### src/hw/rtl/erm_pkg.sv
`timescale 1ns / 1ps
package erm_pkg;

    localparam int KIND_W  = 2;
    localparam int TS_W    = 48;
    localparam int WIN_W   = 16;
    localparam int TPS_W   = 32;
    localparam int CNT_W   = 32;
    localparam int RATE_W  = 48;
    localparam int PROD_W  = 64;
    localparam int FRAC_W  = 16;
    localparam int NUM_W   = PROD_W + FRAC_W;
    localparam int PADDR_W = 3;
    localparam int PDATA_W = 32;

    typedef logic [KIND_W-1:0] t_kind;
    typedef logic [TS_W-1:0]   t_ts;
    typedef logic [WIN_W-1:0]  t_win;
    typedef logic [TPS_W-1:0]  t_tps;
    typedef logic [CNT_W-1:0]  t_cnt;
    typedef logic [RATE_W-1:0] t_rate;

    localparam t_kind KIND_EVENT   = 2'd0;
    localparam t_kind KIND_QUERY   = 2'd1;
    localparam t_kind KIND_RESTART = 2'd2;

    // register index, taken from paddr[2]
    localparam logic REG_TPS = 1'b0;

    localparam t_tps  TPS_RESET = 32'd1000000;
    localparam t_rate RATE_MAX  = '1;
    localparam t_cnt  CNT_MAX   = '1;

    typedef logic [1:0] t_dsel;
    localparam t_dsel DSEL_EVENT  = 2'd0;
    localparam t_dsel DSEL_WINDOW = 2'd1;
    localparam t_dsel DSEL_TOTAL  = 2'd2;

    typedef struct packed {
        logic  accept;
        logic  span_calc;
        logic  scan_init;
        logic  scan_rd;
        logic  scan_cmp;
        logic  div_start;
        t_dsel div_sel;
        logic  cap_main;
        logic  cap_total;
        logic  load_out;
    } t_cmd;

    typedef struct packed {
        t_kind kind;
        logic  win_nz;
        logic  count_nz;
        logic  scan_stop;
        logic  div_busy;
        logic  div_done;
    } t_stat;

endpackage

### src/hw/rtl/erm_ctrl.sv
`timescale 1ns / 1ps
module erm_ctrl (
    input  logic           i_clk,
    input  logic           i_rst_n,
    input  logic           i_in_valid,
    output logic           o_in_ready,
    output logic           o_out_valid,
    input  logic           i_out_ready,
    output erm_pkg::t_cmd  o_cmd,
    input  erm_pkg::t_stat i_stat
);
    import erm_pkg::*;

    localparam logic [3:0] S_IDLE     = 4'd0;
    localparam logic [3:0] S_DISPATCH = 4'd1;
    localparam logic [3:0] S_EV_WAIT  = 4'd2;
    localparam logic [3:0] S_Q_CHK    = 4'd3;
    localparam logic [3:0] S_Q_RD     = 4'd4;
    localparam logic [3:0] S_Q_CMP    = 4'd5;
    localparam logic [3:0] S_Q_WDIV   = 4'd6;
    localparam logic [3:0] S_Q_WWAIT  = 4'd7;
    localparam logic [3:0] S_Q_TDIV   = 4'd8;
    localparam logic [3:0] S_Q_TWAIT  = 4'd9;
    localparam logic [3:0] S_FIN      = 4'd10;

    logic [3:0] r_state;
    logic [3:0] n_state;
    logic       r_out_valid;
    logic       n_out_valid;

    always_comb begin
        o_cmd         = '0;
        o_cmd.div_sel = DSEL_EVENT;
        n_state       = r_state;
        unique case (r_state)
            S_IDLE: begin
                if (i_in_valid) begin
                    o_cmd.accept = 1'b1;
                    n_state      = S_DISPATCH;
                end
            end
            S_DISPATCH: begin
                unique case (i_stat.kind)
                    KIND_EVENT: begin
                        o_cmd.div_start = 1'b1;
                        o_cmd.div_sel   = DSEL_EVENT;
                        n_state         = S_EV_WAIT;
                    end
                    KIND_QUERY: begin
                        o_cmd.span_calc = 1'b1;
                        n_state         = S_Q_CHK;
                    end
                    default: begin
                        n_state = S_FIN;
                    end
                endcase
            end
            S_EV_WAIT: begin
                if (i_stat.div_done) begin
                    o_cmd.cap_main = 1'b1;
                    n_state        = S_FIN;
                end
            end
            S_Q_CHK: begin
                if (i_stat.win_nz && i_stat.count_nz) begin
                    o_cmd.scan_init = 1'b1;
                    n_state         = S_Q_RD;
                end else if (i_stat.count_nz) begin
                    n_state = S_Q_TDIV;
                end else begin
                    n_state = S_FIN;
                end
            end
            S_Q_RD: begin
                o_cmd.scan_rd = 1'b1;
                n_state       = S_Q_CMP;
            end
            S_Q_CMP: begin
                o_cmd.scan_cmp = 1'b1;
                n_state        = i_stat.scan_stop ? S_Q_WDIV : S_Q_RD;
            end
            S_Q_WDIV: begin
                o_cmd.div_start = 1'b1;
                o_cmd.div_sel   = DSEL_WINDOW;
                n_state         = S_Q_WWAIT;
            end
            S_Q_WWAIT: begin
                if (i_stat.div_done) begin
                    o_cmd.cap_main = 1'b1;
                    n_state        = S_Q_TDIV;
                end
            end
            S_Q_TDIV: begin
                o_cmd.div_start = 1'b1;
                o_cmd.div_sel   = DSEL_TOTAL;
                n_state         = S_Q_TWAIT;
            end
            S_Q_TWAIT: begin
                if (i_stat.div_done) begin
                    o_cmd.cap_total = 1'b1;
                    n_state         = S_FIN;
                end
            end
            S_FIN: begin
                // wait for the output register to free up
                if (!r_out_valid || i_out_ready) begin
                    o_cmd.load_out = 1'b1;
                    n_state        = S_IDLE;
                end
            end
            default: begin
                n_state = S_IDLE;
            end
        endcase
    end

    always_comb begin
        n_out_valid = r_out_valid;
        if (o_cmd.load_out) begin
            n_out_valid = 1'b1;
        end else if (r_out_valid && i_out_ready) begin
            n_out_valid = 1'b0;
        end
    end

    always_ff @(posedge i_clk) begin
        if (!i_rst_n) begin
            r_state     <= S_IDLE;
            r_out_valid <= 1'b0;
        end else begin
            r_state     <= n_state;
            r_out_valid <= n_out_valid;
        end
    end

    assign o_in_ready  = (r_state == S_IDLE);
    assign o_out_valid = r_out_valid;
endmodule

### config.mk
export PLATFORM = sky130hd
export DESIGN_NAME = erm_ctrl
export DESIGN_NICKNAME = d
export VERILOG_FILES = /design/src/hw/rtl/erm_pkg.sv /design/src/hw/rtl/erm_ctrl.sv
export SDC_FILE = /design/constraint.sdc
export NUM_CORES = 1
export LEC_CHECK = 0
export BUFFER_PORTS_ARGS = -buffer_cell sky130_fd_sc_hd__buf_2
export CORE_UTILIZATION = 40
export DETAILED_ROUTE_END_ITERATION = 8
export PLACE_DENSITY_LB_ADDON = 0.12
export SYNTH_ARGS = -nofsm -noshare
export SYNTH_HDL_FRONTEND = slang
export SYNTH_SLANG_ARGS = --single-unit
### constraint.sdc
create_clock -name i_clk -period 1.58 [get_ports i_clk]
set_input_delay 0.079 -clock i_clk [delete_from_list [all_inputs] [get_ports i_clk]]
set_output_delay 0.079 -clock i_clk [all_outputs]
set_load 0.01 [all_outputs]
* Word level (Yosys, flattened, before mapping)
Cells that the tools add are included.
** Storage, ports and cells
- Register bits after elaboration :: 5
- Logic and storage cells :: 53
- Input bits :: 11
** Cells by class
- Reduce and logical (&&, ||, !) cells :: 10
- Multiplexer cells :: 26
- Equal/unequal tests :: 15
** Operator list (count)
- 4-bit one-hot mux with 10 select lines :: 1
- 4-bit two-way mux :: 5
- 4-bit by 3-bit equality test with 1-bit output, second input constant :: 4
- 1-bit two-way mux :: 15
- 4-bit equality test, second input constant :: 3
- 3-bit one-hot mux with 3 select lines :: 1
- 4-bit by 2-bit equality test with 1-bit output, second input constant :: 2
- 4-bit one-hot mux with 2 select lines :: 1
- 2-bit != test, second input constant :: 3
- 4-bit by 1-bit equality test with 1-bit output, second input constant :: 1
- 4-bit logical NOT :: 1
- 2-bit two-way mux :: 2
- 4-bit AND reduction :: 1
- 2-bit OR reduction :: 2
- 3-bit two-way mux :: 1
- 2-bit by 1-bit equality test with 1-bit output, second input constant :: 1
- 1-bit logical AND :: 2
- 2-bit logical NOT :: 1
- 2-bit by 1-bit != test with 1-bit output, second input constant :: 1
- 2-bit nonzero test :: 1
- 1-bit logical NOT :: 1
- 1-bit logical OR :: 1

* Logic depth before layout (Yosys ltp)
Gate-level depths: netlist (run 1).
- Word-level depth :: 5
- Gate-level depth with buffers :: 6

* Least setup slack after synthesis (run 1)
OpenSTA, ideal clock, no wires.
- Path type :: flip-flop to flip-flop
- From :: register r_state[2]
- To :: register r_state[1]
- Arrival time :: 1.483 ns
- Slack :: -0.019 ns
- Setup time :: 0.116 ns
- Clock period less this slack :: 1.599 ns
- Cell stages (with the launch flop) :: 6
- Data required time :: 1.464 ns
- Cells stage by stage :: dfxtp_1 > buf_6 > nor4_1 > o2bb2ai_2 > nor2_2 > a41o_1
** Between the ends
- Elaborated cells between the ends (all ways) :: 18
- Those cells by class :: 14 x eq/ne; 1 x mux; 3 x reduce/logical
** RTL lines
- start: declaration :: line erm_ctrl.sv:26 : logic [3:0] r_state;
- start signal: assignment :: line erm_ctrl.sv:131 : r_state <= n_state;
- 4-bit logical NOT *
- named net o_in_ready :: line erm_ctrl.sv:6 : output logic o_in_ready,
- 2-bit != test (no line)
- 4-bit AND reduction (no line)
The timed path passes the listed nets; every way through them passes the cells marked *.
A chain may end at the register's enable or synchronous reset.

* Worst setup path in the final report (run 1)
- From :: register r_state[0]
- To :: register r_state[3]
** Between the ends
- Word-level cells in the longest chain between the ends :: 4
- Elaborated cells between the ends (all ways) :: 18
- Those cells by class :: 14 x eq/ne; 1 x mux; 3 x reduce/logical
** RTL lines
- 4-bit equality test or 4-bit by 2-bit equality test with 1-bit output (tied branches) :: line erm_ctrl.sv:35 : unique case (r_state)
- 2-bit OR reduction (no line)
- 2-bit by 1-bit != test with 1-bit output (no line)
- 4-bit AND reduction (no line)
Several ways; a longest one is shown, not always the timed one.

==> results.sh, run 1 <==
export IMPL_synth_enable_flop_cells=0
export IMPL_grt_antenna_before_repair=0
export IMPL_globalplace_congestion=0.722
export IMPL_tritoncts_clock_tree="done"
export IMPL_postSynthCellCount=72
export IMPL_clock_skew_final_ns=0.00581
export IMPL_global_route_wire_length_before_repair_microns=1920
export IMPL_initial_utilization_pct=42.9
export IMPL_cts_made_buffers=3
export IMPL_cts_root_buf="sky130_fd_sc_hd__clkbuf_4"
export IMPL_via_per_inst=5.23
export IMPL_diodes=0
export IMPL_powerDensity_nw_per_um2=1370
export IMPL_grt_total_usage_pct=17.8
export IMPL_slew_violations=0
export IMPL_hpwl_microns=993
export IMPL_vdd_ir_drop_worst_mv=0.741
export IMPL_largest_driver_fanout_on_the_critical_path=5
export IMPL_drc=0
export IMPL_routed_wire_length_per_instance_microns=11.0
export IMPL_antenna_left=0
export IMPL_sink_count=5
export IMPL_final_net_count=115
export IMPL_wl_microns=1290
export IMPL_placement_rows=13
export IMPL_yosys_warnings=0
export IMPL_cp_data_required_time_ns=1.70
export IMPL_die_y_microns=39.1
export IMPL_grt_remaining_overflow=0
export IMPL_worst_setup_path_start_kind="flop"
export IMPL_syn_nets=83
export IMPL_finalCritPeriodShare_pct=97.3
export IMPL_drt_iter0_drc=16
export IMPL_drt_first_pass_iters=4
export IMPL_setup_viol=0
export IMPL_period_needed_ns=1.54
export IMPL_netlist_area_sq_um=552
export IMPL_synthArstFlopShare_pct=0
export IMPL_final_layout_size_suffix_gt1_share_pct=47.6
export IMPL_pin_count=24
export IMPL_cts_reportedPaths_clkPinSlew_ns=0.05
export IMPL_syn_mean_instance_area_sq_um=7.66
export IMPL_ys_dominant_reg_cell="sky130_fd_sc_hd__dfxtp_1"
export IMPL_layout_area_overhead_vs_synth_pct=43.3
export IMPL_die_area_sq_um=1530
export IMPL_max_freq_mhz=650
export IMPL_critical_path_arrival_ns=1.66
export IMPL_inst_count_dp=111
export IMPL_run_status="finished, final reports clean"
export IMPL_synth_seq_cells=5
export IMPL_floorplan_core_area_sq_um=1280
export IMPL_floorplan_die_width_microns=39.1
export IMPL_critical_path_endpoint_type="flop"
export IMPL_grt_pass1_vias=508
export IMPL_final_hold_viol_count=0
export IMPL_fin_setup_tns_ns=0
export IMPL_grt_max_degree=11
export IMPL_max_cap_violations=0
export IMPL_h_tree_depth=1
export IMPL_numPortBuffers=22
export IMPL_insertion_delay_ns=0.24
export IMPL_cts_root_to_sink_buffers=2
export IMPL_leakagePower_uw=0.000372
export IMPL_cts_hold_buffers_added=0
export IMPL_min_path_type="in2reg"
export IMPL_yosysSeqAreaShare_pct=18.1
export IMPL_detailroute_via_count=617
export IMPL_maxSlewHeadroom_pct=78.0
export IMPL_finish_cell_count_without_fillers=118
export IMPL_timing_worst_slew_pin_value_ns=0.327
export IMPL_netlist_cell_type_count=37
export IMPL_timing_worst_setup_path_type="reg2reg"
[per-stage QoR]
stage | setup WS, ns | utilization [%] | instance area, sq um | power, uW | hold WS [ns]
4_1_cts | 0.00166 | 59.7 | 767 | 1060 | 0.119
3_5_place_dp | 0.0246 | 55.5 | 713 | 907 | 0.366
6_report | 0.0423 | 61.5 | 791 | 1080 | 0.129
2_1_floorplan | 0.0426 | - | 558 | 690 | 0.212
3_3_place_gp | 0.0457 | 55.5 | 713 | 898 | 0.367
5_1_grt | -0.00537 | 61.5 | 791 | 1170 | 0.134
[worst max-delay path: stages, from the launching register on]
cell and delay, ns:
sky130_fd_sc_hd__dfxtp_2 0.33, sky130_fd_sc_hd__or4b_4 0.55, sky130_fd_sc_hd__a31oi_4 0.22, sky130_fd_sc_hd__nor2_2 0.08
sky130_fd_sc_hd__o221a_1 0.24
[path summary, 6_finish.rpt]
| path | from | end | slack (ns) | cells past startpoint |
|---|---|---|---|---|
| setup / recovery | r_state[0] | r_state[3] | 0.04 | 4 |
| hold / removal | i_rst_n | r_state[3] | 0.13 | 2 |
| hold reg to reg | o_out_valid | o_out_valid | 0.54 | 2 |
| setup reg to reg | r_state[0] | r_state[3] | 0.04 | 4 |
[cell usage in the layout, fill, tap and decap left out, types with 3 or more instances in the layout]
cell type	instances
sky130_fd_sc_hd__clkbuf_4	3
sky130_fd_sc_hd__inv_1	6
sky130_fd_sc_hd__nor2_1	7
sky130_fd_sc_hd__nand2_1	5
sky130_fd_sc_hd__nor3_1	5
sky130_fd_sc_hd__a21oi_1	3
sky130_fd_sc_hd__nor2b_1	3
sky130_fd_sc_hd__buf_2	22
sky130_fd_sc_hd__buf_4	10
[timing repair]
item,4_1_cts,5_1_grt
gates resized for setup,2,6
buffers inserted,3,0
pin swaps,0,1
setup endpoints to repair,1,3
[state kept, by name, summed over array words and instances (netlist names)]
signal,flops
o_out_valid,1
r_state,4
[routing by layer]
metal  vias up  GRT usage [%]  part of all wire [%]
li1        329              -                     -
met1       277           20.9                    48
met2        11           33.3                    50
met3         0           5.20                   2.6
met4         0              0                     0
met5         -              0                     0
[synth_stat cells, drive strengths merged, types with 2 or more instances]
cell type | count | area (sq um)
nor4 | 2 | 12.5
a21oi | 3 | 15.0
inv | 6 | 22.5
nand2b | 3 | 18.8
nor2 | 8 | 32.5
buf | 6 | 37.5
dfxtp | 5 | 100
nor3 | 5 | 25.0
nand4bb | 2 | 22.5
nor2b | 3 | 18.8
o32ai | 3 | 26.3
nand2 | 5 | 18.8
[layout make-up]
cell class	count	area, sq um
clock buffers	4	26.3
flip-flops and latches	5	106
well taps	15	18.8
repair buffers	34	208
fillers	127	494
inverters	6	22.5
multi-input cells	54	409
[logic make-up (layout without fill, tap and decap cells)]
logic type      count (synthesis)  in the layout  share of synthesized area (%)
simple gates                   35             35                           36.7
compound gates                 16             16                           28.1
buf+inv                        13             44                           11.6
flops                           5              5                           18.1
mux                             2              2                           3.85
xor+xnor                        1              1                           1.59
[where the power goes]
| group | switching [uW] | internal (uW) |
|---|---|---|
| combinational | 372 | 359 |
| clock | 47.4 | 95.1 |
| sequential | 43.3 | 166 |
| total | 463 | 620 |
No activity file was read; power rests on OpenSTA's default activity.
==> inputs of run 2 (changes only) <==
--- a/config.mk
+++ b/config.mk
@@ -5,8 +5,9 @@
 export SDC_FILE = /design/constraint.sdc
 export NUM_CORES = 1
 export LEC_CHECK = 0
+export ABC_AREA = 1
 export BUFFER_PORTS_ARGS = -buffer_cell sky130_fd_sc_hd__buf_2
-export CORE_UTILIZATION = 40
+export CORE_UTILIZATION = 39
 export DETAILED_ROUTE_END_ITERATION = 8
 export PLACE_DENSITY_LB_ADDON = 0.12
 export SYNTH_ARGS = -nofsm -noshare
==> run 2 against run 1 <==
Against the previous run: utilization down 5.0 points; wire length fell by 12%; non-clock buffer count fell by 12; critical path type is now reg2out; cell area shrank 16%; via count down 0.16%; global-route usage is 0.43 points higher; combinational power fell by 19%; sequential power about the same; critical path depth rose by 2; clock skew down 0.0057 ns; worst setup slack improved by 0.092 ns.
==> results.sh, run 2 <==
export IMPL_run_status="finished, final reports clean"
export IMPL_die_area_sq_um=1470
export IMPL_slew_violations=0
export IMPL_synth_most_common_cell="sky130_fd_sc_hd__nand2_1"
export IMPL_buffer_count_from_post_cts_setup_fixing=0
export IMPL_setup_viol=0
export IMPL_final_util_pct=56.5
export IMPL_hpwl_microns=962
export IMPL_seq_power_share_pct=22.3
export IMPL_cp_data_required_time_ns=1.50
export IMPL_period_needed_ns=1.45
export IMPL_finish_cell_count_without_fillers=133
export IMPL_share_clk_of_total_power_pct=15.1
export IMPL_synthArstFlopShare_pct=0
export IMPL_leakagePower_uw=0.000430
export IMPL_critical_path_arrival_ns=1.37
export IMPL_post_synth_main_area_contributors="sky130_fd_sc_hd__dfxtp_1 (19%), sky130_fd_sc_hd__nand2_1 (18%), sky130_fd_sc_hd__nor2_1 (15%)"
export IMPL_final_layout_size_suffix_gt1_share_pct=37.0
export IMPL_ys_top_cells_by_count="sky130_fd_sc_hd__nand2_1 (24), sky130_fd_sc_hd__nor2_1 (20), sky130_fd_sc_hd__inv_1 (13), sky130_fd_sc_hd__inv_2 (6)"
export IMPL_final_hold_viol_count=0
export IMPL_min_path_type="in2reg"
export IMPL_insertion_delay_ns=0.24
export IMPL_drc=0
export IMPL_maxSlewHeadroom_pct=84.2
export IMPL_layout_cells_most_common="sky130_fd_sc_hd__nand2_1"
export IMPL_ys_dominant_reg_cell="sky130_fd_sc_hd__dfxtp_1"
export IMPL_global_route_wire_length_before_repair_microns=1830
export IMPL_cts_reportedPaths_clkPinSlew_ns=0.04
export IMPL_power_share_switching_pct=48.6
export IMPL_synth_top_area_share_pct=19.5
export IMPL_finalCritPeriodShare_pct=91.5
export IMPL_largest_driver_fanout_on_the_critical_path=5
export IMPL_synth_seq_cells=5
export IMPL_yosysSeqAreaShare_pct=19.5
export IMPL_globalplace_congestion=0.868
export IMPL_netlist_cell_type_count=19
export IMPL_antenna_left=0
export IMPL_tritoncts_clock_tree="done"
export IMPL_max_cap_violations=0
export IMPL_grt_pass1_vias=472
export IMPL_timing_worst_slew_pin_value_ns=0.236
export IMPL_cts_root_to_sink_buffers=2
export IMPL_max_freq_mhz=692
export IMPL_switchingPower_uw=461
export IMPL_cts_root_buf="sky130_fd_sc_hd__clkbuf_4"
export IMPL_clock_skew_final_ns=0.000160
export IMPL_powerDensity_nw_per_um2=1430
export IMPL_final_cell_area_sq_um=662
export IMPL_most_common_layout_cells="sky130_fd_sc_hd__nand2_1 (24), sky130_fd_sc_hd__buf_2 (22), sky130_fd_sc_hd__nor2_1 (20), sky130_fd_sc_hd__inv_1 (13), sky130_fd_sc_hd__inv_2 (6)"
export IMPL_floorplan_core_area_sq_um=1170
export IMPL_synth_enable_flop_cells=0
export IMPL_die_y_microns=38.3
export IMPL_internal_power_component_uw=487
export IMPL_pin_count=24
export IMPL_worst_setup_path_start_kind="flop"
export IMPL_timing_worst_setup_path_type="reg2out"
export IMPL_routed_wire_length_per_instance_microns=8.52
export IMPL_grt_antenna_before_repair=0
export IMPL_detailed_place_area_sq_um=634
export IMPL_syn_mean_instance_area_sq_um=5.47
export IMPL_grt_max_degree=7
export IMPL_floorplan_die_width_microns=38.3
export IMPL_final_net_count=131
export IMPL_cts_made_buffers=3
export IMPL_vdd_ir_drop_worst_mv=0.679
export IMPL_detailroute_via_count=616
export IMPL_largest_reg_flops=4
export IMPL_postSynthCellCount=94
export IMPL_fin_setup_tns_ns=0
export IMPL_critical_path_endpoint_type="output port"
export IMPL_sink_count=5
export IMPL_grt_total_usage_pct=18.3
export IMPL_diodes=0
export IMPL_layout_area_overhead_vs_synth_pct=28.7
export IMPL_numPortBuffers=22
export IMPL_rsz0062_at_grt="true"
export IMPL_drt_first_pass_iters=4
export IMPL_combinationalPowerShare_pct=62.6
export IMPL_inst_count_dp=129
export IMPL_largest_register="r_state"
export IMPL_totalPowerFinal_uw=948
export IMPL_grt_remaining_overflow=0
export IMPL_via_per_inst=4.63
export IMPL_placement_rows=12
export IMPL_yosys_warnings=0
export IMPL_syn_nets=105
export IMPL_synthDominantAreaCellType="sky130_fd_sc_hd__dfxtp_1"
export IMPL_initial_utilization_pct=43.9
export IMPL_h_tree_depth=1
export IMPL_netlist_area_sq_um=514
export IMPL_wl_microns=1130
export IMPL_drt_iter0_drc=7
## run 2: cell count changes after synthesis, sizes merged, moves of 3 or more
| cell | change |
|---|---|
| buf | -5 |
| inv | +13 |
| nand2 | +23 |
| nand2b | -3 |
| nand3 | +5 |
| nor2 | +17 |
| nor2b | -3 |
| nor3 | -3 |
| o32ai | -3 |
## run 2: area by class of cell
cell class,count,area (sq um)
clock buffer,4,26.3
timing repair buffer,22,110
sequential,5,101
tap,14,17.5
fill,130,509
inverter,19,71.3
multi-input combinational,69,335
## run 2: final timing paths
path | from | to | slack (ns) | depth (start not counted)
worst min-delay path | i_rst_n | r_state[0] | 0.11 | 3
worst min register to register | r_state[0] | r_state[0] | 0.54 | 2
worst max register to register | r_state[1] | r_state[3] | 0.34 | 9
worst max-delay path | r_state[2] | o_cmd[8] | 0.13 | 6
## run 2: what timing repair did
item / CTS / global route
hold buffers: 0 / 0
gates resized for setup: 0 / 1
endpoints found under the hold margin: 0 / 0
endpoints found under the setup margin: 0 / 2
## run 2: power groups by stage
stage	Sequential, uW	Clock (uW)	Combinational, uW
floorplan	203	0	462
global placement	211	0	587
detailed placement	210	0	591
CTS	208	149	600
global route	218	162	678
finish	211	143	594
## run 2: logic make-up (layout without fill, tap and decap cells)
| family | Yosys count | count (layout) | share of synthesized area [%] |
|---|---|---|---|
| AO/OA/AOI/OAI | 5 | 5 | 5.84 |
| AND/OR/NAND/NOR | 64 | 64 | 59.4 |
| buffers and inverters | 20 | 45 | 15.3 |
| flip-flops | 5 | 5 | 19.5 |
## run 2: metal layers
metal  global-route usage (%)  wire length, microns
met5                        0                     0
met4                        0                     0
met3                     8.72                    63
met2                     28.0                   516
met1                     24.6                   553
## run 2: through the flow
stage | hold WS (ns) | setup WS (ns)
6_report | 0.107 | 0.134
5_1_grt | 0.115 | -0.00415
4_1_cts | 0.110 | 0.124
3_5_place_dp | 0.359 | 0.348
3_3_place_gp | 0.350 | 0.341
2_1_floorplan | 0.185 | 0.464
## run 2: critical path: stages, from the launching register on
cell	delay, ns
sky130_fd_sc_hd__dfxtp_1	0.33
sky130_fd_sc_hd__nor2_2	0.23
sky130_fd_sc_hd__inv_2	0.08
sky130_fd_sc_hd__nor2_1	0.19
sky130_fd_sc_hd__nand3_1	0.12
sky130_fd_sc_hd__inv_1	0.06
sky130_fd_sc_hd__buf_2	0.12
